==> src/bba_pkg.sv <==
// Package for the first-fit block allocator with file table.
// Holds operation and status codes, sequencer states and shared constants.
// No dependencies.
`timescale 1ns / 1ps
`default_nettype none
package bba_pkg;

	localparam int DISK_BLOCKS_DEF     = 1024;
	localparam int FILE_SLOTS_DEF      = 32;
	localparam int DIRECT_PER_FILE_DEF = 10;

	// Map words are 32 bits; a block is 2**19 bytes.
	localparam int MAP_W      = 32;
	localparam int MAP_IDX_W  = 5;
	localparam int BYTES_LOG2 = 19;
	localparam int TAG_W      = 64;

	typedef enum logic [2:0] {
		MODE_FORMAT = 3'd0,
		MODE_CREATE = 3'd1,
		MODE_GROW   = 3'd2,
		MODE_DELETE = 3'd3,
		MODE_SHRINK = 3'd4
	} mode_t;

	typedef enum logic [2:0] {
		ST_OK        = 3'd0,
		ST_DIR_FULL  = 3'd1,
		ST_NOT_FOUND = 3'd2,
		ST_OVER      = 3'd3,
		ST_BELOW     = 3'd4,
		ST_DISK_FULL = 3'd5
	} status_t;

	typedef enum logic [3:0] {
		S_IDLE,
		S_SRCH,
		S_CHK,
		S_ARD,
		S_ALD,
		S_APICK,
		S_RDL,
		S_RDM,
		S_RWR,
		S_RESP
	} state_t;

	typedef struct packed {
		logic                 found;
		logic [MAP_IDX_W-1:0] idx;
	} pick_t;

endpackage
`default_nettype wire

==> src/bba_pick.sv <==
// First-free-bit finder over one 32-bit word of the block map.
// Depends on bba_pkg.
`timescale 1ns / 1ps
`default_nettype none
module bba_pick import bba_pkg::*; #(
	parameter int DISK_BLOCKS = DISK_BLOCKS_DEF,
	parameter int WA_W = 5
) (
	input  wire logic [MAP_W-1:0] word,
	input  wire logic [WA_W-1:0]  word_idx,
	output pick_t                 pick
);

	logic [WA_W+MAP_IDX_W:0] base;
	logic                    elig;

	// Bits past the end of the disk never count as free.
	always_comb begin
		base = {1'b0, word_idx, {MAP_IDX_W{1'b0}}};
		pick = '0;
		elig = 1'b0;
		for (int b = MAP_W - 1; b >= 0; b--) begin
			elig = (base + (WA_W+MAP_IDX_W+1)'(b)) < (WA_W+MAP_IDX_W+1)'(DISK_BLOCKS);
			if (elig && !word[b]) begin
				pick.found = 1'b1;
				pick.idx   = MAP_IDX_W'(b);
			end
		end
	end

endmodule
`default_nettype wire

==> config.mk <==
export PLATFORM = sky130hd
export DESIGN_NAME = bba_pick
export DESIGN_NICKNAME = d
export VERILOG_FILES = /design/src/bba_pkg.sv /design/src/bba_pick.sv
export SDC_FILE = /design/constraint.sdc
export NUM_CORES = 1
export LEC_CHECK = 0
export BUFFER_PORTS_ARGS = -buffer_cell sky130_fd_sc_hd__buf_2
export CAP_MARGIN = 10
export CORE_AREA = 2 2 39 41
export DETAILED_ROUTE_END_ITERATION = 8
export DIE_AREA = 0 0 41 43
export PLACE_DENSITY_LB_ADDON = 0.1
export SLEW_MARGIN = 20
export SYNTH_ARGS = -nofsm -noshare
export SYNTH_HDL_FRONTEND = slang
export SYNTH_SLANG_ARGS = --single-unit
==> constraint.sdc <==
create_clock -name vclk -period 1.9
set_input_delay 0.19 -clock vclk [all_inputs]
set_output_delay 0.19 -clock vclk [all_outputs]
set_load 0.01 [all_outputs]
* Yosys cells after proc, flatten, opt, wreduce, memory -nomap -nowiden
Cells that the tools add are included.
** Word-level totals
- Word-level logic and storage cells :: 159
- Output and inout bits :: 6
- Bits in registers :: 0
- Input port bits :: 37
** Operators by class
- Add/sub/neg operators :: 31
- Muxes and demuxes :: 32
- Reductions and logical operators :: 64
- $lt $le $gt $ge :: 32
** Operator list (number)
- 11-bit < comparator (second input constant) :: 31
- 6-bit 2-to-1 mux :: 32
- 10-bit by 5-bit adder with 11-bit output (second input constant) :: 16
- 10-bit by 4-bit adder with 11-bit output (second input constant) :: 8
- 10-bit by 3-bit adder with 11-bit output (second input constant) :: 4
- 1-bit logical AND :: 32
- 1-bit logical NOT :: 32
- 10-bit by 2-bit adder with 11-bit output (second input constant) :: 2
- 10-bit by 1-bit adder with 11-bit output (second input constant) :: 1
- 10-bit by 11-bit < comparator with 1-bit output (second input constant) :: 1

* Longest topological paths before layout
Gate-level depths: netlist of run 1.
- Word-level depth :: 35
- Depth in mapped cells :: 5
- Gate-level depth less buffers :: 5

* Least setup slack after synthesis of run 1
No wires, ideal clock.
- Path kind :: input to output
- Start point :: input port word[2]
- End point :: output port pick[4] (netlist bit)
- Path slack :: 0.670 ns
- Arrival :: 1.040 ns
- Required time :: 1.710 ns
- Stages :: 3
- Cells stage by stage :: nand4_1 > or3_4 > nor4_2
** RTL lines
- start: declaration :: line bba_pick.sv:9 : input wire logic [MAP_W-1:0] word,
- end: declaration :: line bba_pick.sv:11 : output pick_t pick

==> impl_metrics.py, run 1 <==
metrics = {
    "sta": {
        "drv_slew": 0,
        "setup_viol": 0,
        "rsz0062_at_grt": "false",
        "tightest_slew_ns": 0.225,
        "finalCritPeriodShare_pct": 74.7,
        "final.setup.tns_ns": 0,
        "slew_headroom_pct": 84.9,
        "min_period_ns": 1.42,
        "fmax_mhz": 704,
        "hold_viol": 0,
    },
    "power_and_ir_drop": {
        "peakVddDrop_mv": 0.0698,
        "swShare_pct": 55.0,
        "pwr-share-clk_pct": 0,
        "comb_power_share_pct": 100.0,
        "p_seq_share_pct": 0,
        "switching_power_mw": 0.0517,
        "p_per_area_nw_per_um2": 158,
        "static-leakage-power_nw": 0.284,
        "p_int_mw": 0.0422,
    },
    "synth": {
        "ys_top_cells_by_count": "nand2_1, nand4_1, a21oi_1, inv_1, o21ai_0",
        "synth_top_cell_by_area": "nand4_1",
        "ys_types": 24,
        "yosysWarnings": 0,
        "avgSynthCellArea_um2": 5.63,
        "yosys.area_share.adder_pct": 0,
        "yosys.area_share.xor_xnor_pct": 0,
        "synth_compound_area_share_pct": 40.5,
        "syn_area_um2": 383,
        "synth_most_common_cell": "nand2_1",
        "synth-simple-area-share_pct": 52.6,
        "synth_top_family_by_area": "simple AND/OR/NAND/NOR gates",
        "synth_area_leaders": "nand4_1, nand2_1, a21oi_1",
        "synth_nets": 105,
        "synth_seq_area_share_pct": 0,
        "synthCells": 68,
        "synth_mux_area_share_pct": 0,
        "netlist.area_leader.share_pct": 14.7,
    },
    "drt": {
        "vias_per_cell": 5.33,
        "post_drt_wl_per_cell_um": 10.5,
        "routed_wl_um": 1280,
        "drtIter0Drc": 4,
        "drt-pass1-iter-count": 4,
        "vias": 650,
        "drc_errors": 0,
        "ant_nets": 0,
    },
    "setup_path": {
        "cp.depth": 6,
        "cp.arrival_ns": 1.23,
        "cp.required_ns": 1.71,
        "start_kind": "input port",
        "critPathMaxStageDelay_ns": 0.40,
        "path_class": "in -> out",
        "cp.buffers_inverters": 2,
        "crit_top_cell": "buf_2",
        "end_kind": "output pin",
        "path_max_fanout": 4,
        "crit_family": "simple AND/OR/NAND/NOR gates",
        "crit_slowest_cell": "or3_1",
        "path_cells": "buf_2 -> nand2_1 -> or3_1 -> a211oi_1 -> nor2_1 -> buf_2",
    },
    "finish": {
        "clkbuf_count": 0,
        "layout-drive-gt1-share_pct": 40.6,
        "nFillCells": 175,
        "fin_nets": 145,
        "multi_input_area_um2": 357,
        "diodes": 0,
        "area_growth_pct": 54.9,
        "regArea_um2": 0,
        "seq_cells": 0,
        "stdcell_area_um2": 593,
    },
    "floorplan": {
        "fp-row-count": 14,
        "initial_utilization_pct": 27.7,
        "ios": 43,
        "fp.dieH_um": 43,
        "die-area_um2": 1760,
        "fp.dieW_um": 41,
        "core_area_um2": 1380,
    },
    "grt": {
        "antenna_found_initial": 0,
        "grt_pass1_wl_um": 1970,
        "grt_pass1_vias": 551,
        "overflow": 0,
        "grt_max_degree": 6,
        "grt_use_total_pct": 15.0,
    },
    "cts": {
        "cts_resized": 0,
        "cts_hold_buf": 0,
        "post_cts_buffers": 0,
    },
    "placement": {
        "dp_hpwl_um": 1160,
        "gp_congestion": 0.741,
        "postPlaceCellArea_um2": 593,
        "io_buffers": 38,
    },
    "status": {
        "status": "complete, no violations",
    },
    "min_path": {
        "min_path_cells": 4,
        "min_path_type": "in -> out",
    },
    "flow_run": {
        "drv_cap": 0,
    },
}
-- cells by family after synthesis --
logic type,Yosys count
and+or+nand+nor,35
AOI/OAI and AO/OA,26
buffers and inverters,7
-- per-stage QoR --
step / cells / hold WS (ns) / total power, mW / utilization (%) / setup WS, ns
final: 122 / 0.742 / 0.0939 / 42.9 / 0.480
after global routing: 122 / 0.759 / 0.106 / 42.9 / 0.378
after CTS: 122 / 0.744 / 0.0945 / 42.9 / 0.473
after detailed placement: 122 / 0.744 / 0.0940 / 42.9 / 0.473
after global placement: 122 / 0.740 / 0.0930 / 42.9 / 0.474
after floorplan: 68 / 0.493 / 0.0323 / - / 0.670
-- worst min-delay path, delay by kind of cell --
kind                   cells  cell delay, ns
and+or+nand+nor            1            0.07
AOI/OAI and AO/OA          1            0.05
buffers and inverters      2            0.25
-- final cells by class --
class                           count  share of cell area (%)
Multi-Input combinational cell     61                    60.1
Timing Repair Buffer               38                    32.1
Inverter                            7                    4.43
Tap cell                           16                    3.38
-- power by group through the flow --
| stage | registers [mW] | clock network (mW) | logic [mW] |
|---|---|---|---|
| after CTS | 0 | 0 | 0.0945 |
| final | 0 | 0 | 0.0939 |
| after floorplan | 0 | 0 | 0.0323 |
| after global placement | 0 | 0 | 0.0930 |
| after global routing | 0 | 0 | 0.106 |
| after detailed placement | 0 | 0 | 0.0940 |
-- layer usage --
| layer | vias up | global-route usage [%] | share of wire [%] |
|---|---|---|---|
| met1 | 281 | 17.4 | 41 |
| li1 | 342 | - | - |
| met3 | 2 | 2.09 | 7.6 |
| met4 | 0 | 2.00 | 0.94 |
| met2 | 25 | 27.5 | 50 |
| met5 | - | 0 | 0 |
-- cell usage in the layout, fill, tap and decap left out, drive strengths merged, types with 2 or more instances in the layout --
cell type  count
buf           38
nand2         12
nand4          9
o21ai          8
a21oi          7
inv            7
nor2           4
a31oi          4
nand3          3
o211ai         2
or3            2
nor3           2
-- path summary, 6_finish.rpt --
| kind | startpoint | to |
|---|---|---|
| setup / recovery | word[24] | pick[3] |
| hold / removal | word[8] | pick[1] |
No activity file was read; power rests on OpenSTA's default activity.
==> inputs of run 2 (changes only) <==
--- a/config.mk
+++ b/config.mk
@@ -5,6 +5,7 @@
 export SDC_FILE = /design/constraint.sdc
 export NUM_CORES = 1
 export LEC_CHECK = 0
+export ABC_AREA = 1
 export BUFFER_PORTS_ARGS = -buffer_cell sky130_fd_sc_hd__buf_2
 export CAP_MARGIN = 10
 export CORE_AREA = 2 2 39 41
==> constraint.sdc (replaced) <==
create_clock -name vclk -period 1.2
set_input_delay 0.12 -clock vclk [all_inputs]
set_output_delay 0.12 -clock vclk [all_outputs]
set_load 0.01 [all_outputs]
==> impl_metrics.py, run 2 <==
metrics = {
    "status": {
        "status": "complete, but fails checks",
        "violations": "setup timing",
    },
    "finish": {
        "layout-drive-gt1-share_pct": 46.8,
        "regArea_um2": 0,
        "layout_common_cells": "nand2_1, buf_2, nor2_1, buf_6, buf_4",
        "seq_cells": 0,
        "clkbuf_count": 0,
        "fin_nets": 165,
        "utilization_pct": 50.8,
        "diodes": 0,
        "area_growth_pct": 107,
        "final_common_cell": "nand2_1",
        "fin_cells": 142,
    },
    "synth": {
        "synthCells": 78,
        "synth_area_leaders": "nand2_1, nor2_1, nand4_1",
        "synth-simple-area-share_pct": 74.2,
        "yosys.area_share.xor_xnor_pct": 0,
        "yosys.area_share.adder_pct": 0,
        "ys_top_cells_by_count": "nand2_1, nor2_1, inv_1",
        "synth_top_family_by_area": "simple AND/OR/NAND/NOR gates",
        "avgSynthCellArea_um2": 4.35,
        "synth_compound_area_share_pct": 20.3,
        "synth_top_cell_by_area": "nand2_1",
        "synth_nets": 115,
        "yosysWarnings": 0,
        "netlist.area_leader.share_pct": 47.6,
        "synth_most_common_cell": "nand2_1",
        "syn_area_um2": 339,
        "synth_seq_area_share_pct": 0,
        "synth_mux_area_share_pct": 0,
        "ys_types": 13,
    },
    "sta": {
        "hold_viol": 0,
        "drv_slew": 0,
        "fin_ws_ns": -0.645,
        "slew_headroom_pct": 85.6,
        "fmax_mhz": 542,
        "rsz0062_at_grt": "true",
        "finalCritPeriodShare_pct": 154,
        "setup_viol": 2,
        "fin_hold_ws_ns": 0.516,
        "tightest_slew_ns": 0.213,
        "min_period_ns": 1.84,
    },
    "placement": {
        "dp.cells": 142,
        "io_buffers": 38,
        "gp_congestion": 0.707,
        "dp_hpwl_um": 919,
        "dp_slack_ns": -0.661,
    },
    "drt": {
        "drtIter0Drc": 0,
        "vias": 642,
        "ant_nets": 0,
        "routed_wl_um": 1040,
        "drt-pass1-iter-count": 1,
        "post_drt_wl_per_cell_um": 7.30,
        "drc_errors": 0,
        "vias_per_cell": 4.52,
    },
    "setup_path": {
        "cp.depth": 31,
        "crit_family": "simple AND/OR/NAND/NOR gates",
        "crit_start": "word[31]",
        "path_class": "in -> out",
        "crit_slowest_cell": "buf_2",
        "crit_top_cell": "nand2_1",
        "path_max_fanout": 2,
        "end_kind": "output pin",
        "cp.required_ns": 1.08,
        "cp.buffers_inverters": 3,
        "cp.arrival_ns": 1.72,
        "endpoint": "pick[0]",
        "start_kind": "input port",
        "critPathMaxStageDelay_ns": 0.13,
    },
    "power_and_ir_drop": {
        "static-leakage-power_nw": 0.385,
        "p_per_area_nw_per_um2": 273,
        "peakVddDrop_mv": 0.118,
    },
    "grt": {
        "grt_pass1_vias": 517,
        "overflow": 0,
        "grt_pass1_wl_um": 1680,
        "grt_max_degree": 5,
        "grt_use_total_pct": 12.3,
        "antenna_found_initial": 0,
    },
    "floorplan": {
        "fp-row-count": 14,
        "fp.dieW_um": 41,
        "ios": 43,
        "die-area_um2": 1760,
        "core_area_um2": 1380,
        "initial_utilization_pct": 24.5,
        "fp.dieH_um": 43,
    },
    "flow_run": {
        "drv_cap": 0,
    },
    "cts": {
        "post_cts_buffers": 0,
    },
    "min_path": {
        "min_path_type": "in -> out",
    },
}
run 2: changes by cell type in the layout (fill, tap and decap cells not counted), moves of 3 or more:
cell,before,now
a21oi_1,7,0
buf_2,38,33
buf_4,0,7
buf_6,0,8
inv_1,7,4
nand2_1,10,40
nand4_1,9,4
nor2_1,4,8
o21ai_0,5,1
o21ai_1,3,0
run 2: layer usage:
metal  up-vias  routed length [µm]  global-route usage [%]
li1        353                   -                       -
met1       267                 443                    15.8
met2        22                 511                    22.8
met3         0                  82                       0
met4         0                   0                       0
met5         -                   0                       0
run 2: worst min path at each step:
stage | startpoint | endpoint | cells past startpoint
final | word[2] | pick[1] | 3
after global placement | word[2] | pick[1] | 3
after CTS | word[2] | pick[1] | 3
after detailed placement | word[2] | pick[1] | 3
after floorplan | word[2] | pick[1] | 1
after global routing | word[2] | pick[1] | 3
run 2: layout make-up:
| cell class | count | area [µm²] |
|---|---|---|
| Fill cell | 160 | 681 |
| Timing Repair Buffer | 48 | 308 |
| Tap cell | 16 | 20.0 |
| Inverter | 5 | 18.8 |
| Multi-Input combinational cell | 73 | 357 |
run 2: timing repair:
| item | CTS | global route |
|---|---|---|
| gates resized for setup | 6 | 13 |
| setup endpoints to repair | 2 | 6 |
| pin swaps | 12 | 10 |
| gates cloned | 0 | 0 |
| endpoints found under the hold margin | 0 | 0 |
| hold buffers | 0 | 0 |
run 2: tightest hold or removal path, stage by stage:
cell and delay (ns):
buf_2 0.10, a21oi_2 0.05, buf_2 0.13
run 2: power by group:
group          internal, mW  leakage [nW]  switching (mW)
combinational         0.106         0.385          0.0861
clock                     0             0               0
sequential                0             0               0
total                 0.106         0.385          0.0861
run 2: through the flow:
step / power (mW) / area [µm²] / TNS (ns)
4_1_cts: 0.177 / 651 / -1.26
3_5_place_dp: 0.169 / 628 / -1.16
5_1_grt: 0.219 / 703 / -1.84
3_3_place_gp: 0.167 / 628 / -1.17
2_1_floorplan: 0.0636 / 343 / -0.417
6_report: 0.192 / 703 / -1.14
run 2: cells by family (layout without fill, tap and decap cells):
family / count (synthesis) / count (layout)
compound gates: 10 / 10
simple gates: 63 / 63
buf+inv: 5 / 53
==> inputs of run 3 (changes only) <==
--- a/config.mk
+++ b/config.mk
@@ -11,7 +11,7 @@
 export CORE_AREA = 2 2 39 41
 export DETAILED_ROUTE_END_ITERATION = 8
 export DIE_AREA = 0 0 41 43
-export PLACE_DENSITY_LB_ADDON = 0.1
+export PLACE_DENSITY = 0.8
 export SLEW_MARGIN = 20
 export SYNTH_ARGS = -nofsm -noshare
 export SYNTH_HDL_FRONTEND = slang
==> impl_metrics.py, run 3 (synthesis gave the netlist of run 2 again) <==
metrics = {
    "drt": {
        "post_drt_wl_per_cell_um": 7.92,
        "drc_errors": 0,
        "vias": 651,
        "routed_wl_um": 1120,
        "drtIter0Drc": 3,
        "ant_nets": 0,
        "drt-pass1-iter-count": 4,
        "vias_per_cell": 4.58,
    },
    "status": {
        "status": "complete, but fails checks",
        "violations": "setup timing",
    },
    "finish": {
        "clkbuf_count": 0,
        "fin_nets": 165,
        "final_common_cell": "nand2_1",
        "area_growth_pct": 110,
        "layout_common_cells": "nand2_1, buf_2, buf_4",
        "regArea_um2": 0,
        "seq_cells": 0,
        "diodes": 0,
        "stdcell_area_um2": 713,
        "multi_input_area_um2": 373,
        "nFillCells": 137,
        "layout-drive-gt1-share_pct": 50.8,
    },
    "setup_path": {
        "path_max_fanout": 2,
        "cp.depth": 31,
        "crit_family": "simple AND/OR/NAND/NOR gates",
        "start_kind": "input port",
        "cp.required_ns": 1.08,
        "cp.buffers_inverters": 3,
        "crit_slowest_cell": "buf_2",
        "critPathMaxStageDelay_ns": 0.13,
        "end_kind": "output pin",
        "crit_start": "word[31]",
        "cp.arrival_ns": 1.76,
        "endpoint": "pick[0]",
        "crit_top_cell": "nand2_1",
        "path_class": "in -> out",
    },
    "power_and_ir_drop": {
        "finalPower_mw": 0.194,
        "peakVddDrop_mv": 0.110,
        "p_per_area_nw_per_um2": 272,
        "static-leakage-power_nw": 0.386,
    },
    "floorplan": {
        "core_area_um2": 1380,
        "fp.dieW_um": 41,
        "initial_utilization_pct": 24.5,
        "fp.dieH_um": 43,
        "ios": 43,
        "die-area_um2": 1760,
        "fp-row-count": 14,
    },
    "sta": {
        "fmax_mhz": 532,
        "hold_viol": 0,
        "slew_headroom_pct": 84.8,
        "finalCritPeriodShare_pct": 157,
        "rsz0062_at_grt": "true",
        "final.setup.tns_ns": -1.23,
        "fin_ws_ns": -0.680,
        "drv_slew": 0,
        "min_period_ns": 1.88,
        "setup_viol": 2,
        "tightest_slew_ns": 0.228,
    },
    "grt": {
        "antenna_found_initial": 0,
        "overflow": 0,
        "grt_max_degree": 5,
        "grt_pass1_vias": 534,
        "grt_use_total_pct": 13.7,
        "grt_pass1_wl_um": 1860,
    },
    "placement": {
        "io_buffers": 38,
        "postPlaceCellArea_um2": 628,
        "dp_hpwl_um": 980,
        "gp_congestion": 0.729,
        "dp_slack_ns": -0.706,
    },
    "min_path": {
        "min_from": "word[2]",
        "min_path_type": "in -> out",
    },
    "cts": {
        "post_cts_buffers": 0,
    },
    "flow_run": {
        "drv_cap": 0,
    },
}
==> run 3: report_power, final <==
| part | switching [mW] | internal (mW) | leakage [nW] |
|---|---|---|---|
| Combinational | 0.0901 | 0.104 | 0.386 |
| Sequential | 0 | 0 | 0 |
| Clock | 0 | 0 | 0 |
==> run 3: how the worst min path moves through the flow <==
stage	endpoint	slack [ns]	cells after the start
final	pick[1]	0.52	3
after global routing	pick[1]	0.53	3
after CTS	pick[1]	0.52	3
after detailed placement	pick[1]	0.53	3
after global placement	pick[1]	0.52	3
after floorplan	pick[1]	0.29	1
==> run 3: area by class of cell <==
cell class,instances,share of cell area (%)
inverters,5,2.98
repair buffers,48,41.9
multi-input cells,73,52.3
well taps,16,2.81
==> run 3: routing by layer <==
metal / global-route usage (%) / wire length [µm] / vias to the layer above
met5: 0 / 0 / -
met4: 0 / 0 / 0
met3: 0 / 82 / 0
met2: 24.7 / 589 / 23
met1: 18.4 / 452 / 274
li1: - / - / 354
==> run 3: tightest hold or removal path, cell delays in order <==
cell and delay [ns]:
buf_2 0.11, a21oi_2 0.05, buf_2 0.12
==> run 3: what timing repair did <==
item	4_1_cts	5_1_grt
pin swaps	12	6
hold endpoints to repair	0	0
setup endpoints to repair	2	6
hold buffers	0	0
resized for setup	5	20
==> run 3: metrics by stage <==
step,instances,util [%],hold slack (ns)
detailed placement,142,45.4,0.526
global placement,142,45.4,0.516
CTS,142,47.0,0.519
floorplan,78,-,0.291
global route,142,51.5,0.533
finish,142,51.5,0.518
