<file path="config.mk">
export PLATFORM = sky130hd
export DESIGN_NAME = bba_ram
export DESIGN_NICKNAME = d
export VERILOG_FILES = /design/src/bba_ram.sv
export SDC_FILE = /design/constraint.sdc
export NUM_CORES = 1
export LEC_CHECK = 0
export ABC_AREA = 1
export BUFFER_PORTS_ARGS = -buffer_cell sky130_fd_sc_hd__buf_4
export CORE_ASPECT_RATIO = 0.7
export CORE_MARGIN = 3
export CORE_UTILIZATION = 55
export DETAILED_ROUTE_END_ITERATION = 6
export PLACE_DENSITY = 0.68
export SLEW_MARGIN = 25
export SYNTH_ARGS = -nofsm -noshare
export SYNTH_HDL_FRONTEND = slang
export SYNTH_SLANG_ARGS = --single-unit
</file>
<file path="constraint.sdc">
create_clock -name clk -period 3.5 [get_ports clk]
set_input_delay 0 -clock clk [delete_from_list [all_inputs] [get_ports clk]]
set_output_delay 0 -clock clk [all_outputs]
set_load 0.005 [all_outputs]
</file>
<file path="src/bba_ram.sv">
// Generic single-port synchronous RAM with a registered read.
// No dependencies.
`timescale 1ns / 1ps
`default_nettype none
module bba_ram #(
	parameter int WIDTH = 8,
	parameter int DEPTH = 16,
	localparam int AW = (DEPTH > 1) ? $clog2(DEPTH) : 1
) (
	input  wire logic             clk,
	input  wire logic             we,
	input  wire logic [AW-1:0]    addr,
	input  wire logic [WIDTH-1:0] wdata,
	output logic      [WIDTH-1:0] rdata
);

	logic [WIDTH-1:0] mem [DEPTH];

	always_ff @(posedge clk) begin
		if (we) begin
			mem[addr] <= wdata;
		end
		rdata <= mem[addr];
	end

endmodule
`default_nettype wire

</file>
Yosys cells after proc, flatten, opt, wreduce, memory -nomap -nowiden. Memories as Yosys holds them, arrays and structs flattened. A register that Yosys moved wholly into a read port is not among the register bits. Index checks and enable logic that the tools add are counted.

Memories: 1. Bits of input ports: 14. Bits in latches: 0. Register bits after elaboration: 0. ROM bits: 0. Output and inout port bits: 8. RAM bits: 128.

Memories: mem (depth 16, bits a word 8, read ports 1, clocked after Yosys merged registers in 1, wr ports 1, line 17) `logic [WIDTH-1:0] mem [DEPTH];`.

Bitwise operators: 0. Equality and inequality tests: 0. Mux-type cells: 2. Divide/modulo/power cells: 0. Reductions and logical operators: 0. $lt $le $gt $ge: 0. $mul: 0. Shift operators: 0. Add/sub/neg operators: 0.

Operators by type and width (count): 1-bit two-way mux (2).

Logic depth before layout (Yosys ltp). Gate-level depths: netlist of run 1.

Depth after elaboration: 2. Gate-level depth with buffers: 11. Mapped depth without buffers: 9.

Least setup slack after synthesis of run 1. OpenSTA, ideal clock, no wires.

Path type: input-to-reg. Start point: input port addr[1]. End point: memory mem[3][0] (enable). Arrival time: 1.007 ns. Stages on the path: 4. Required time: 3.130 ns. Path buffers: 2. Slack: 2.123 ns. Cell sequence: buf_2 clkbuf_1 nand3_1 nor2_1.

RTL lines: start: declaration (line 12) `input wire logic [AW-1:0] addr,`; end: declaration (line 17).

Straight into the memory's write port.

Final worst setup path of run 1.
Start point: input port addr[1]. End point: memory mem[0][7] (enable).

Straight into the memory's write port.

==> summary.txt, run 1 <==
Outcome
  • Status: finished, final reports clean

Critical path
  • Delay of the slowest critical-path stage: 770 ps
  • Reg2Reg Depth: 8
  • CP max FO: 35
  • Slowest cell on crit path: clkinv_1
  • Top delay family on crit path: buffers and inverters
  • Worst R2R Setup Slack: 2420 ps
  • Crit Path Class: input port to register
  • Launching point of the worst reg2reg path: mem[5][0]
  • WP data required: 3620 ps
  • Bufs and invs on worst path: 2
  • CP Cell Sequence: buf_4 > clkinv_1 > nand3_1 > nor2_1
  • RR Endpoint: rdata[0]
  • Crit path arrival time: 1850 ps
  • CP endpoint kind: register
  • Crit start category: input port

Power
  • Leak Pwr: 0.00272 uW
  • Cell Pwr Density: 561 nW/um^2
  • Sw power: 798 uW
  • Tot Pwr: 3580 uW
  • Cell Int Power: 2780 uW
  • Sequential power share: 51.1%
  • Comb pwr share: 6.3%
  • Worst vdd ir: 0.000407 V
  • Switching Fraction: 22.3%
  • Clk pwr share: 42.5%

Finish
  • Final nets: 590
  • Ant. Diodes: 0
  • P&R area growth vs syn: 14.2%
  • Multi-input gate area: 1390 sq um
  • Share of post-route cells with drive strength above 1: 8.15%
  • FF/Latch Area: 4000 sq um
  • Filler cells: 765
  • Post-route cell area: 6380 sq um

Global routing
  • First-pass GRT wire length: 18.9 mm
  • Tot GR Track Use: 22.3%
  • Initial antenna violation count: 0
  • Grt total ovfl: 0
  • Vias in the first global route: 3,494
  • Largest net degree at the start of global routing: 68

Timing
  • Fin. max-slew vios: 0
  • Clock skew: 7.19 ps
  • Worst Tran Pin Value: 853 ps
  • Final setup viols: 0
  • Crit share post-route: 49.3%
  • Hold Fails Final Rpt: 0
  • WHS: 103 ps
  • Max_slew headroom: 42.8%
  • FMAX: 579 MHz
  • Setup TNS: 0 ps
  • Post-layout min period: 1730 ps
  • RSZ-0062 raised after global routing: false

Hold path
  • Worst min path class: input port to register
  • Hold depth: 6
  • Worst Hold Path EP: rdata[5]
  • Hold Crit Start: addr[2]

Clocking
  • Postcts setup bufs: 0
  • Clock-pin slew on the worst setup and hold paths: 50 ps
  • CTS tree: done
  • CTS Buf Count: 17
  • Clk Tree Root Cell: clkbuf_16
  • Clock Tree Buf Depth: 2
  • PostCTS Resize Cnt: 0
  • Worst-skew pair later-pin latency: 420 ps
  • H-tree depth: 4
  • Clock Sinks: 136

Synthesis
  • Cell Area, Synth: 5590 sq um
  • Post-synthesis register bit count: 136
  • Synthesized Nets: 562
  • Syn Inst Count: 548
  • Mean Syn Cell Area: 10.2 sq um
  • Yosys top cell by area: edfxtp_1
  • Cell variety after synth: 11
  • Seq/Total Area, Yosys: 71.6%
  • Synth top area share: 68.7%
  • Syn. warnings: 0
  • Most area-consuming cells after synthesis: edfxtp_1 (69%), nand2_1 (23%), dfxtp_1 (2.9%)

Placed design
  • Placed Area: 5800 sq um
  • DP Wirelength: 7.45 mm
  • IO Port Bufs: 21
  • GPL Wtd Cong: 0.869

Drt
  • Residual DRC count: 0
  • Total Routed Length: 12.0 mm
  • Initial DRC Count: 464
  • Avg Vias per Cell: 5.18
  • Routed vias: 3,715
  • Per-cell routed wire length: 16.7 um
  • Routed Antenna Nets: 0
  • Pre-antenna DRT Iters: 6

Die
  • Initial Util: 57.1%
  • Die area: 11,400 sq um
  • Ports: 22
  • Die Span X: 127 um
  • Die height: 90.4 um
  • Number of cell rows: 30
  • Placeable core area: 9800 sq um

Run
  • Max-cap viol count: 0
## routing by layer
layer	global-route usage, %	wire (um)	share of wire [%]
met5	0	0	0
met1	34.0	5640	47
met3	4.73	837	7.0
met4	8.75	245	2.0
met2	31.5	5270	44
## power groups by stage
stage	logic [uW]	registers, uW	clock network, uW
final	226	1830	1520
after floorplan	126	1860	0
after global placement	217	1860	0
after global routing	255	1830	1610
after CTS	226	1830	1530
after detailed placement	218	1870	0
## state kept, by name (all words and copies together) (netlist names)
signal,cells
mem,128
rdata,8
## worst max-delay path by stage
stage | from | endpoint | cells past startpoint
after floorplan | addr[1] | mem[3][0] | 4
after global placement | addr[1] | mem[12][3] | 4
after detailed placement | addr[1] | mem[8][2] | 4
after CTS | addr[1] | mem[12][7] | 4
after global routing | addr[1] | mem[12][7] | 4
final | addr[1] | mem[0][7] | 4
## layout make-up
| class | instances | share of cell area, % |
|---|---|---|
| Inverter | 23 | 1.35 |
| Tap cell | 128 | 2.51 |
| Sequential cell | 136 | 62.7 |
| Clock inverter | 10 | 0.921 |
| Timing Repair Buffer | 30 | 3.84 |
| Clock buffer | 22 | 6.96 |
| Multi-Input combinational cell | 368 | 21.7 |
## cell families (layout without fill, tap and decap cells)
| logic type | count (synthesis) | in the layout | share of synthesized area [%] |
|---|---|---|---|
| buf+inv | 44 | 85 | 3.62 |
| simple gates | 368 | 368 | 24.8 |
| flops | 136 | 136 | 71.6 |
## cells in the mapped netlist, drive strengths merged
| cell type | n |
|---|---|
| nand2 | 346 |
| edfxtp | 128 |
| inv | 22 |
| buf | 18 |
| nor2 | 18 |
| dfxtp | 8 |
| nand3 | 4 |
| clkbuf | 3 |
| clkinv | 1 |
## what timing repair did
| item | 4_1_cts | 5_1_grt |
|---|---|---|
| endpoints found under the hold margin | 128 | 0 |
| endpoints found under the setup margin | 0 | 0 |
| hold buffers | 8 | 0 |
## cell usage in the layout, fill, tap and decap left out, drive strengths merged
cell type,count
buf,22
clkbuf,22
clkinv,8
clkinvlp,3
dfxtp,8
dlygate4sd3,8
edfxtp,128
inv,22
nand2,346
nand3,4
nor2,18
## metrics by stage
stage               setup WS (ps)  utilization [%]  std cells
finish                       1770             65.2        717
global route                 1570             65.2        717
CTS                          1830             65.2        717
detailed placement           1390             59.2        677
global placement             1440             59.2        677
floorplan                    2120                -        548
## worst min-delay path, cell delays in order
cell and delay [ps]:
buf_4 100, nor2_1 120, nand2_1 90, nand2_1 40
inv_1 50, nand2_1 60
Note: power is estimated with default switching activity, not from simulation.
==> run 2: changes to the inputs <==
--- a/config.mk
+++ b/config.mk
@@ -5,7 +5,7 @@
 export SDC_FILE = /design/constraint.sdc
 export NUM_CORES = 1
 export LEC_CHECK = 0
-export ABC_AREA = 1
+export ABC_AREA = 0
 export BUFFER_PORTS_ARGS = -buffer_cell sky130_fd_sc_hd__buf_4
 export CORE_ASPECT_RATIO = 0.7
 export CORE_MARGIN = 3
==> constraint.sdc (replaced) <==
create_clock -name clk -period 1.7 [get_ports clk]
set_input_delay 0 -clock clk [delete_from_list [all_inputs] [get_ports clk]]
set_output_delay 0 -clock clk [all_outputs]
set_load 0.005 [all_outputs]
==> run 2 against run 1 <==
Effect of this change:
- setup slack got worse by 1400 ps
- die area fell by 8.9%
- synthesized area is 9.4% lower
- synthesized cell count fell by 58%
- flip-flop and latch count did not move
- global-route usage down 0.15 points
- combinational power grew 80%
- final cell count down 40%
- via count is 32% lower
==> summary.txt, run 2 <==
Timing
  • Worst Tran Pin Value: 756 ps (was 853 ps)
  • Hold Fails Final Rpt: 0 (unchanged)
  • Clock skew: 8.01 ps (was 7.19 ps)
  • Setup TNS: 0 ps (unchanged)
  • RSZ-0062 raised after global routing: false (unchanged)
  • Final setup viols: 0 (unchanged)
  • Max_slew headroom: 49.4% (was 42.8%)
  • FMAX: 737 MHz
  • Crit share post-route: 79.8%
  • Post-layout min period: 1360 ps
  • Fin. max-slew vios: 0 (unchanged)

Synthesis
  • Commonest cells in the netlist: edfxtp_1 (128), mux4_2 (32), a22oi_1 (16) (was nand2_1 (346), edfxtp_1 (128), inv_1 (21))
  • Cell variety after synth: 18 (was 11)
  • Synth async-reset ratio: 0% (unchanged)
  • Syn Inst Count: 230 (was 548)
  • Main synth FF type: edfxtp_1 (unchanged)
  • Cell Area, Synth: 5070 sq um (was 5590 sq um)
  • Mean Syn Cell Area: 22.0 sq um (was 10.2 sq um)
  • Number of flops mapped to enable cells by yosys: 128 (unchanged)
  • Seq/Total Area, Yosys: 79.0% (was 71.6%)
  • Synth top area share: 75.9% (was 68.7%)
  • Syn. warnings: 0 (unchanged)
  • Synthesized Nets: 244 (was 562)
  • Most area-consuming cells after synthesis: edfxtp_1 (76%), mux4_2 (14%), dfxtp_1 (3.2%) (was edfxtp_1 (69%), nand2_1 (23%), dfxtp_1 (2.9%))
  • Post-synthesis register bit count: 136 (unchanged)
  • Cell with the most instances after synthesis: edfxtp_1 (was nand2_1)
  • Yosys top cell by area: edfxtp_1 (unchanged)

Drt
  • Residual DRC count: 0 (unchanged)
  • Pre-antenna DRT Iters: 5 (was 6)
  • Routed Antenna Nets: 0 (unchanged)
  • Routed vias: 2,513 (was 3,715)
  • Per-cell routed wire length: 23.2 um (was 16.7 um)
  • Avg Vias per Cell: 5.80 (was 5.18)
  • Initial DRC Count: 268 (was 464)
  • Total Routed Length: 10.0 mm (was 12.0 mm)

Finish
  • P&R area growth vs syn: 24.8% (was 14.2%)
  • Share of post-route cells with drive strength above 1: 37.1% (was 8.15%)
  • Ant. Diodes: 0 (unchanged)
  • Biggest register: mem (unchanged)
  • Max reg flops: 128 (unchanged)
  • Final core utilization: 72.8% (was 65.2%)
  • Commonest non-fill, non-tap cell in the layout: edfxtp_1 (was nand2_1)
  • Most frequent cells in the layout: edfxtp_1 (128), buf_4 (52), mux4_2 (32) (was nand2_1 (346), edfxtp_1 (128), buf_4 (22))
  • Biggest regs: mem x128, rdata x8 (unchanged)
  • Final nets: 314 (was 590)

Die
  • Die Span X: 121 um (was 127 um)
  • Ports: 22 (unchanged)
  • Number of cell rows: 28 (was 30)
  • Placeable core area: 8690 sq um (was 9800 sq um)
  • Die area: 10,400 sq um (was 11,400 sq um)
  • Initial Util: 58.3% (was 57.1%)
  • Die height: 86.3 um (was 90.4 um)

Global routing
  • Grt total ovfl: 0 (unchanged)
  • GR Util met3: 7.70% (was 4.73%)
  • GR peak layer: met2 (was met1)
  • GR Util met2: 34.0% (was 31.5%)
  • Largest net degree at the start of global routing: 23 (was 68)
  • Tot GR Track Use: 22.1% (was 22.3%)
  • First-pass GRT wire length: 16.0 mm (was 18.9 mm)
  • Met1 usage in global routing: 30.8% (was 34.0%)
  • Vias in the first global route: 2,671 (was 3,494)
  • Initial antenna violation count: 0 (unchanged)

Hold path
  • Worst Hold Path EP: mem[2][3] (was rdata[5])
  • Worst min path class: input port to register (unchanged)
  • Hold depth: 3 (was 6)
  • Hold Crit Start: addr[3] (was addr[2])

Placed design
  • GPL Wtd Cong: 0.795 (was 0.869)
  • DP Wirelength: 6.32 mm (was 7.45 mm)
  • IO Port Bufs: 21 (unchanged)

Clocking
  • H-tree depth: 4 (unchanged)
  • PostCTS Resize Cnt: 0 (unchanged)
  • # hold bufs at CTS: 8 (unchanged)
  • Worst-skew pair later-pin latency: 410 ps (was 420 ps)
  • Postcts setup bufs: 0 (unchanged)
  • Clock-pin slew on the worst setup and hold paths: 60 ps (was 50 ps)
  • CTS tree: done (unchanged)
  • CTS Buf Count: 17 (unchanged)
  • Clk Tree Root Cell: clkbuf_16 (unchanged)
  • Clock Sinks: 136 (unchanged)
  • Clock Tree Buf Depth: 2 (unchanged)

Critical path
  • CP startpoint: mem[6][4] (was addr[1])
  • Crit path arrival time: 1650 ps (was 1850 ps)
  • Worst R2R Setup Slack: 340 ps (was 2420 ps)
  • CP max FO: 1 (was 35)
  • Launching point of the worst reg2reg path: mem[6][4] (was mem[5][0])
  • Crit start category: register (was input port)
  • CP endpoint kind: register (unchanged)
  • WP data required: 1990 ps (was 3620 ps)
  • Crit Path Class: register to register (was input port to register)
  • Reg2Reg Depth: 3 (was 8)
  • RR Endpoint: rdata[4] (was rdata[0])

Outcome
  • Status: finished, final reports clean (unchanged)

Run
  • Max-cap viol count: 0 (unchanged)

Power
  • Worst vdd ir: 0.00150 V (was 0.000407 V)
  • Leak Pwr: 0.00217 uW (was 0.00272 uW)
  • Tot Pwr: 8220 uW (was 3580 uW)
  • Cell Pwr Density: 1300 nW/um^2 (was 561 nW/um^2)
-- run 2: cell count changes in the layout (fill, tap and decap cells not counted), moves of 4 or more --
cell	previous run	this run
a22oi_1	0	16
clkbuf_1	5	1
nand2_1	346	9
inv_1	21	0
nor3_1	0	4
bufinv_16	0	6
mux4_2	0	32
buf_4	22	52
nor2_1	18	13
-- run 2: worst max path at each step --
stage | endpoint | slack (ps) | cells after the start
after floorplan | mem[0][0] | 210 | 2
after global placement | mem[6][3] | 170 | 4
after detailed placement | mem[6][5] | 150 | 4
after CTS | rdata[4] | 340 | 3
after global routing | rdata[4] | 290 | 3
final | rdata[4] | 340 | 3
-- run 2: where the power goes --
part	switching [uW]	leakage (uW)	internal (uW)
clock network	1310	0.000323	2740
registers	22.2	0.00122	3750
logic	206	0.000623	200
-- run 2: through the flow --
| step | setup slack (ps) | instance area (sq um) | hold slack, ps | cells |
|---|---|---|---|---|
| final | 343 | 6330 | 155 | 433 |
| after global routing | 295 | 6330 | 198 | 433 |
| after CTS | 345 | 6330 | 154 | 433 |
| after detailed placement | 149 | 5590 | 332 | 393 |
| after global placement | 169 | 5590 | 318 | 393 |
| after floorplan | 207 | 5070 | 98.9 | 230 |
-- run 2: layout make-up --
| type | count | area [sq um] |
|---|---|---|
| clock buffers | 18 | 429 |
| clock inverters | 14 | 229 |
| fillers | 548 | 2360 |
| multi-input cells | 83 | 1000 |
| flip-flops and latches | 136 | 4000 |
| well taps | 120 | 150 |
| repair buffers | 62 | 510 |
-- run 2: logic make-up after synthesis --
| family | Yosys count | synth area share (%) |
|---|---|---|
| AO/OA/AOI/OAI | 16 | 2.37 |
| flip-flops | 136 | 79.0 |
| multiplexers | 32 | 14.2 |
| buffers and inverters | 11 | 1.19 |
| AND/OR/NAND/NOR | 35 | 3.21 |
-- run 2: metal layers --
metal | wire length [um] | vias up
li1 | - | 1104
met1 | 4460 | 1305
met2 | 4870 | 93
met3 | 600 | 11
met4 | 97 | 0
met5 | 0 | -
-- run 2: worst max-delay path, stage by stage, from the launching register on --
cell,delay (ps)
edfxtp_1,370
mux4_2,510
a22oi_1,270
nand2_1,90
==> run 3: changes to the inputs <==
--- a/config.mk
+++ b/config.mk
@@ -9,9 +9,9 @@
 export BUFFER_PORTS_ARGS = -buffer_cell sky130_fd_sc_hd__buf_4
 export CORE_ASPECT_RATIO = 0.7
 export CORE_MARGIN = 3
-export CORE_UTILIZATION = 55
+export CORE_UTILIZATION = 54
 export DETAILED_ROUTE_END_ITERATION = 6
-export PLACE_DENSITY = 0.68
+export PLACE_DENSITY = 0.7
 export SLEW_MARGIN = 25
 export SYNTH_ARGS = -nofsm -noshare
 export SYNTH_HDL_FRONTEND = slang
==> constraint.sdc (replaced) <==
create_clock -name clk -period 1.2 [get_ports clk]
set_input_delay 0 -clock clk [delete_from_list [all_inputs] [get_ports clk]]
set_output_delay 0 -clock clk [all_outputs]
set_load 0.005 [all_outputs]
==> run 3 against run 2 <==
Effect of this change:
- the flow now finishes with violations (negative setup slack)
- sequential share of layout area is 2.3 points lower
- via count up 0.92%
- register-to-register slack lost 420 ps
- power increased by 37%
- core utilization increased by 1.8 points
- setup slack worse by 420 ps
- clock skew rose by 1.4 ps
- critical path type unchanged
==> summary.txt, run 3 (same netlist as run 2, synthesis figures left out) <==
Critical path
  • Delay of the slowest critical-path stage: 500 ps (was 510 ps)
  • Worst R2R Setup Slack: -80 ps (was 340 ps)
  • Crit start category: register (unchanged)
  • RR Endpoint: rdata[0] (was rdata[4])
  • CP startpoint: mem[3][0] (was mem[6][4])
  • Top delay family on crit path: multiplexers (unchanged)
  • Crit path arrival time: 1570 ps (was 1650 ps)
  • WP data required: 1490 ps (was 1990 ps)
  • CP max FO: 1 (unchanged)
  • Crit Path Class: register to register (unchanged)
  • Slowest cell on crit path: mux4_2 (unchanged)
  • Bufs and invs on worst path: 0 (unchanged)
  • CP Cell Sequence: mux4_2 > a22oi_2 > nand2_1 (was mux4_2 > a22oi_1 > nand2_1)
  • Launching point of the worst reg2reg path: mem[3][0] (was mem[6][4])
  • Reg2Reg Depth: 3 (unchanged)
  • CP endpoint kind: register (unchanged)
  • Crit path to: rdata[0] (was rdata[4])
  • CP Depth: 3 (unchanged)

Timing
  • Post-layout min period: 1280 ps (was 1360 ps)
  • WHS: 156 ps (was 155 ps)
  • Final setup viols: 8 (was 0)
  • Hold Fails Final Rpt: 0 (unchanged)
  • Max_slew headroom: 32.2% (was 49.4%)
  • Worst Tran Pin Value: 1020 ps (was 756 ps)
  • Fin. max-slew vios: 0 (unchanged)
  • FMAX: 781 MHz (was 737 MHz)
  • Crit share post-route: 107% (was 79.8%)
  • Clock skew: 9.44 ps (was 8.01 ps)
  • Final worst slack: -80.3 ps (was 343 ps)
  • RSZ-0062 raised after global routing: true (was false)

Finish
  • Final nets: 320 (was 314)
  • Ant. Diodes: 0 (unchanged)
  • P&R area growth vs syn: 29.5% (was 24.8%)
  • Share of post-route cells with drive strength above 1: 47.6% (was 37.1%)
  • Commonest non-fill, non-tap cell in the layout: edfxtp_1 (unchanged)
  • Most frequent cells in the layout: edfxtp_1 (128), buf_4 (49), mux4_2 (32) (was edfxtp_1 (128), buf_4 (52), mux4_2 (32))
  • Biggest register: mem (unchanged)
  • Post-route cell area: 6560 sq um (was 6330 sq um)
  • Biggest regs: mem x128, rdata x8 (unchanged)
  • Max reg flops: 128 (unchanged)

Clocking
  • CTS tree: done (unchanged)
  • Clk Tree Root Cell: clkbuf_16 (unchanged)
  • H-tree depth: 4 (unchanged)
  • CTS Buf Count: 17 (unchanged)
  • Clock Sinks: 136 (unchanged)
  • Worst-skew pair later-pin latency: 420 ps (was 410 ps)
  • Postcts setup bufs: 0 (unchanged)
  • Clock Tree Buf Depth: 2 (unchanged)
  • Clock-pin slew on the worst setup and hold paths: 60 ps (about the same)

Global routing
  • Grt total ovfl: 0 (unchanged)
  • Vias in the first global route: 2,788 (was 2,671)
  • First-pass GRT wire length: 16.4 mm (was 16.0 mm)
  • Largest net degree at the start of global routing: 17 (was 23)
  • Initial antenna violation count: 0 (unchanged)
  • Tot GR Track Use: 22.7% (was 22.1%)

Outcome
  • Status: complete, but fails checks (was finished, final reports clean)
  • Failing checks: negative setup slack

Die
  • Ports: 22 (unchanged)
  • Die area: 10,600 sq um (was 10,400 sq um)
  • Initial Util: 57.6% (was 58.3%)
  • Die Span X: 122 um (was 121 um)
  • Number of cell rows: 28 (unchanged)
  • Placeable core area: 8790 sq um (was 8690 sq um)
  • Die height: 87.1 um (was 86.3 um)

Placed design
  • DP Wirelength: 6.84 mm (was 6.32 mm)
  • IO Port Bufs: 21 (unchanged)
  • GPL Wtd Cong: 0.763 (was 0.795)
  • Placed Area: 5810 sq um (was 5590 sq um)
  • Worst slack at placement: -214 ps (was 149 ps)

Hold path
  • Worst min path class: input port to register (unchanged)

Drt
  • Initial DRC Count: 298 (was 268)
  • Avg Vias per Cell: 5.78 (was 5.80)
  • Per-cell routed wire length: 23.8 um (was 23.2 um)
  • Pre-antenna DRT Iters: 4 (was 5)
  • Routed Antenna Nets: 0 (unchanged)
  • Residual DRC count: 0 (unchanged)
  • Routed vias: 2,536 (was 2,513)
  • Total Routed Length: 10.5 mm (was 10.0 mm)

Power
  • Worst vdd ir: 0.00159 V (was 0.00150 V)
  • Cell Pwr Density: 1720 nW/um^2 (was 1300 nW/um^2)
  • Tot Pwr: 11,300 uW (was 8220 uW)
  • Leak Pwr: 0.00221 uW (was 0.00217 uW)

Run
  • Max-cap viol count: 0 (unchanged)
-- run 3: cell count changes in the layout (fill, tap and decap cells not counted), sizes merged --
cell      change
clkinvlp      +4
bufinv        -3
clkinv        -4
buf           +6
inv           +1
clkbuf        +2
-- run 3: cell type report --
| type | count | area (sq um) |
|---|---|---|
| fill | 492 | 2230 |
| clock buffer | 20 | 467 |
| timing repair buffer | 68 | 668 |
| sequential | 136 | 4000 |
| clock inverter | 12 | 148 |
| multi-input combinational | 83 | 1120 |
| tap | 120 | 150 |
-- run 3: metal layers --
layer | global-route usage (%) | wire length [um] | vias up
li1 | - | - | 1115
met4 | 8.85 | 84 | 0
met2 | 35.2 | 5260 | 79
met1 | 31.5 | 4470 | 1338
met5 | 0 | 0 | -
met3 | 6.10 | 646 | 4
-- run 3: timing repair --
action / CTS / global route
pin swaps: 11 / 5
gates resized for setup: 8 / 4
hold endpoints to repair: 128 / 0
hold buffers: 8 / 0
endpoints found under the setup margin: 8 / 8
-- run 3: how the worst min path moves through the flow --
| stage | to | cells past startpoint | slack, ps | startpoint |
|---|---|---|---|---|
| after floorplan | mem[0][0] | 0 | 100 | wdata[0] |
| after global placement | mem[12][7] | 1 | 310 | wdata[7] |
| after detailed placement | mem[12][7] | 1 | 320 | wdata[7] |
| after CTS | rdata[6] | 4 | 160 | addr[0] |
| after global routing | rdata[6] | 4 | 190 | addr[0] |
| final | rdata[6] | 4 | 160 | addr[0] |
-- run 3: power breakdown --
| part | switching, uW | total [uW] | internal [uW] |
|---|---|---|---|
| combinational | 330 | 654 | 324 |
| clock | 1860 | 5280 | 3420 |
| sequential | 36.5 | 5350 | 5310 |
-- run 3: per-stage QoR --
stage / instances / TNS [ps] / utilization [%]
final: 439 / -418 / 74.6
after global routing: 439 / -733 / 74.6
after CTS: 439 / -431 / 74.4
after detailed placement: 399 / -5900 / 66.0
after global placement: 399 / -4740 / 66.0
after floorplan: 230 / -2750 / -
-- run 3: tightest hold or removal path: cells and delay by family --
family                 cells  cell delay (ps)
buffers and inverters      1              150
multiplexers               1              240
AO/OA/AOI/OAI              1               90
AND/OR/NAND/NOR            1               60
